[src/hdl/tep_pkg.sv]
`default_nettype none
package tep_pkg;

  localparam int NUM_TYPES   = 16;
  localparam int MAX_RESULTS = 16;
  localparam int TYPE_W      = $clog2(NUM_TYPES);
  localparam int CNT_W       = $clog2(NUM_TYPES + 1);
  localparam int FIRE_W      = $clog2(MAX_RESULTS + 1);
  localparam int CLK_W       = 64;
  localparam int VAL_W       = 31;
  localparam logic [VAL_W-1:0] SAT31 = {VAL_W{1'b1}};

  typedef enum logic [2:0] {
    CMD_ADVANCE    = 3'd0,
    CMD_SKIP       = 3'd1,
    CMD_SCHEDULE   = 3'd2,
    CMD_UNSCHEDULE = 3'd3,
    CMD_QUERY      = 3'd4
  } cmd_t;

  typedef enum logic [1:0] {
    ST_IDLE,
    ST_SEARCH,
    ST_DECIDE,
    ST_QUERY
  } state_t;

  typedef struct packed {
    logic              valid;
    logic [TYPE_W-1:0] idx;
    logic [CLK_W-1:0]  due;
  } best_t;

  typedef struct packed {
    logic             set;
    logic             clr;
    logic [CLK_W-1:0] due;
    logic [CLK_W-1:0] queued;
  } cell_wr_t;

  function automatic logic [VAL_W-1:0] sat_diff(input logic [CLK_W-1:0] a,
                                               input logic [CLK_W-1:0] b);
    logic [CLK_W-1:0] d;
    d = a - b;
    if (a <= b) return '0;
    if (d > CLK_W'(SAT31)) return SAT31;
    return d[VAL_W-1:0];
  endfunction

endpackage
`default_nettype wire

[src/hdl/tep_cell.sv]
`default_nettype none
module tep_cell (
  input  wire logic                          clk,
  input  wire logic                          rst,
  input  wire logic [tep_pkg::TYPE_W-1:0]    my_idx,
  input  wire tep_pkg::cell_wr_t             wr,
  input  wire tep_pkg::best_t                best_in,
  output tep_pkg::best_t                     best_out,
  output logic                               pending,
  output logic [tep_pkg::CLK_W-1:0]          due,
  output logic [tep_pkg::CLK_W-1:0]          queued
);
  import tep_pkg::*;

  best_t best_next;

  always_comb begin
    best_next = best_in;
    if (pending && (!best_in.valid || due < best_in.due)) begin
      best_next.valid = 1'b1;
      best_next.idx   = my_idx;
      best_next.due   = due;
    end
  end

  always_ff @(posedge clk) begin
    if (rst) begin
      pending        <= 1'b0;
      best_out.valid <= 1'b0;
    end else begin
      best_out.valid <= best_next.valid;
      if (wr.set) begin
        pending <= 1'b1;
      end else if (wr.clr) begin
        pending <= 1'b0;
      end
    end
    best_out.idx <= best_next.idx;
    best_out.due <= best_next.due;
    if (wr.set) begin
      due    <= wr.due;
      queued <= wr.queued;
    end
  end

endmodule
`default_nettype wire

[config.mk]
export PLATFORM = sky130hd
export DESIGN_NAME = tep_cell
export DESIGN_NICKNAME = d
export VERILOG_FILES = /design/src/hdl/tep_pkg.sv /design/src/hdl/tep_cell.sv
export SDC_FILE = /design/constraint.sdc
export NUM_CORES = 1
export LEC_CHECK = 0
export BUFFER_PORTS_ARGS = -buffer_cell sky130_fd_sc_hd__clkbuf_2
export CAP_MARGIN = 20
export CORE_AREA = 2 2 158 160
export CTS_CLUSTER_DIAMETER = 200
export DETAILED_ROUTE_END_ITERATION = 8
export DIE_AREA = 0 0 160 162
export GPL_TIMING_DRIVEN = 1
export HOLD_SLACK_MARGIN = 0.15
export PLACE_DENSITY = 0.79
export SETUP_SLACK_MARGIN = 0.2
export SKIP_CTS_REPAIR_TIMING = 1
export SLEW_MARGIN = 20
export SYNTH_ARGS = -nofsm -noshare
export SYNTH_HDL_FRONTEND = slang
export SYNTH_SLANG_ARGS = --single-unit
[constraint.sdc]
create_clock -name clk -period 2.3 [get_ports clk]
set_input_delay 0.345 -clock clk [delete_from_list [all_inputs] [get_ports clk]]
set_output_delay 0.345 -clock clk [all_outputs]
set_load 0.02 [all_outputs]
==> out/qor.yml <==
layout_min_cycle_time_ns: 2.697
rows: 57
syn_inst: 767
max-vdd-ir-drop_mv: 0.5044
finalInstanceArea_um2: 14690
avgViaCountPerCell: 5.395
syn_to_final_growth_pct: 61.67
yosys_warnings: 0
fmax_ghz: 0.3707
finalMaxSlewViolations: 0
syn_nets: 1035
final.period_utilization: 1.173
finClkSkew_ns: 0.02062
die_x_um: 160
max_stage_delay_ns: 0.48
wl_um: 35820
dp_cells: 1597
synth_top_flop_cell: "edfxtp_1"
maxCapViolCount: 0
cts_buffer_depth: 2
initial_core_util: 0.3770
grtUsageTotal: 0.2444
ys_seq_elements: 198
layout.cells.non_filler: 1766
hp-class: "input port to flop"
critical_path_arrival_ns: 2.99
placed_cell_area_um2: 12650
num_io_pins: 403
status: "finished with violations"
hpwl_um: 24140
synthDistinctLibCells: 38
fin_ws_ns: -0.3974
synth-edff-count: 128
p_sw_frac: 0.3263
seq_area_frac_synth: 0.5772
violations: "setup timing"
rsz0062_at_grt: "true"
slew_headroom: 0.4348
worstSetupPathType: "flop to flop"
grt_pass1_wl_um: 49270
cp.required_ns: 2.59
cts_tree: "yes"
max_slew.worst_pin.slew_ns: 0.8478
p_leak_nw: 6.868
cts_root_buffer: "clkbuf_16"
die_area_um2: 25920
drive_above_1_share: 0.4556
cellPowerDensity_nw_per_um2: 685.6
grt_max_degree: 70
cp_slowest_cell: "or4b_4"
drtAntennaViolNets: 0
intPower_mw: 6.786
cts_sinks: 198
hold_viol: 0
antenna_found_initial: 4
power_frac_comb: 0.251
crit_path_max_fanout: 12
start_kind: "flop"
clockPowerShare: 0.318
fp.dieH_um: 162
vias: 9528
syn_area_um2: 9087
finalSetupViolations: 68
wire_per_inst_um: 20.28
clk_pin_slew_worst_paths_ns: 0.09
first_global_vias: 9148
port_buffers: 402
core_area_um2: 24110
synthArstFlopShare: 0
crit_chain: "ha_1, nand4_1, nor3_4, buf_4, or4b_4, a311o_2, buf_4, nand3_1, o211ai_1"
dr.pass1.iters: 5
fin_nets: 1695
gp_congestion: 0.8718
cp_top_family: "simple AND/OR/NAND/NOR gates"
clock_latency_ns: 0.43
avgSynthCellArea_um2: 11.85
cp-end-kind: "flop"
crit_top_cell: "buf_4"
crit_buf_inv: 2
cts_made_buffers: 17
seqPwrFrac: 0.432
drt_iter0_drc: 1000
drc: 0
overflow: 0
switchingPower_mw: 3.286
cts_max_level: 4
## worst paths after layout
kind,startpoint,endpoint,slack [ns],cells past startpoint
max,due[12]$_DFFE_PP_,best_out[39]$_DFF_P_,-0.40,9
min,best_in[67],best_out[67]$_DFF_P_,0.16,3
max reg2reg,due[12]$_DFFE_PP_,best_out[39]$_DFF_P_,-0.40,9
min reg2reg,pending$_SDFFE_PP0P_,best_out[68]$_SDFF_PP0_,0.56,2
## sequential cells by signal, indices dropped and copies added, names as in the netlist
name and count:
queued 64, best_out 69, due 64, pending 1
## metal layers
metal,track usage,share of wire
met5,0,0.00036
met4,0.08845,0.037
met3,0.06512,0.094
met2,0.4435,0.51
met1,0.2771,0.36
## cell families after synthesis
logic type / share of synthesized area
adders and majority gates: 0.08674
DFF: 0.5772
and+or+nand+nor: 0.08068
buffers and inverters: 0.05783
AOI/OAI and AO/OA: 0.1976
## placed cells by master (no fill, tap or decap), types with 4 or more instances in the layout
master,count
a21oi_1,26
buf_12,10
buf_4,153
clkbuf_16,18
clkbuf_2,401
clkinv_8,4
dfxtp_1,70
dlygate4sd3_1,131
edfxtp_1,128
ha_1,60
inv_1,65
inv_12,4
inv_8,6
nand2_1,23
nand3_1,49
nand3_2,21
nand4_1,10
nor2_1,7
o211ai_1,117
o211ai_2,20
o21ai_0,46
o21ai_1,34
## worst min-delay path: cells and delay by family
| kind | cells | cell delay, ns |
|---|---|---|
| buf+inv | 1 | 0.09 |
| compound gates | 2 | 0.13 |
## power by group through the flow
stage               sequential [mW]  combinational [mW]  clock [mW]
finish                         4.35                2.53        3.20
global placement               4.41                2.24           0
global route                   4.38                2.70        3.41
CTS                            4.34                2.31        3.27
floorplan                      4.89               0.629           0
detailed placement             4.42                2.30           0
## cell usage after synthesis, types with 2 or more instances
master / instances / area, um2
a221oi_1: 3 / 26.28
nand4_1: 10 / 62.56
buf_6: 5 / 56.30
nand3_1: 50 / 250.2
o211ai_2: 20 / 250.2
o21ai_0: 46 / 230.2
nor4_2: 2 / 25.02
o211ai_1: 117 / 878.3
nand3_2: 20 / 200.2
buf_2: 14 / 70.07
nor2_1: 7 / 26.28
o21a_1: 3 / 22.52
o21ai_1: 34 / 170.2
nor3_1: 3 / 15.01
nand2_1: 23 / 86.33
a21oi_1: 29 / 145.1
clkbuf_1: 30 / 112.6
inv_1: 65 / 244.0
buf_1: 4 / 15.01
a211oi_1: 2 / 15.01
nand2b_1: 2 / 12.51
dfxtp_1: 70 / 1401
edfxtp_1: 128 / 3844
ha_1: 63 / 788.3
clkbuf_2: 4 / 20.02
## final cells by class
| cell class | instances | area [um2] |
|---|---|---|
| Antenna cell | 2 | 5.005 |
| Clock buffer | 17 | 425.4 |
| Clock inverter | 15 | 205.2 |
| Fill cell | 1891 | 9414 |
| Inverter | 65 | 244.0 |
| Multi-Input combinational cell | 446 | 3432 |
| Sequential cell | 198 | 5245 |
| Tap cell | 324 | 405.4 |
| Timing Repair Buffer | 699 | 4730 |
## metrics by stage
| stage | hold slack, ns | TNS [ns] | util | setup WS (ns) | total power, mW |
|---|---|---|---|---|---|
| 4_1_cts | 0.05410 | -30.70 | 0.5511 | -0.5336 | 9.919 |
| 6_report | 0.1642 | -23.40 | 0.6095 | -0.3974 | 10.07 |
| 5_1_grt | 0.1523 | -31.66 | 0.6095 | -0.5128 | 10.49 |
| 2_1_floorplan | 0.4174 | -9.526 | - | -0.2093 | 5.519 |
| 3_3_place_gp | 0.5216 | -28.48 | 0.5249 | -0.4504 | 6.656 |
| 3_5_place_dp | 0.5220 | -33.08 | 0.5249 | -0.5247 | 6.718 |
(Power assumes the default switching activity.)
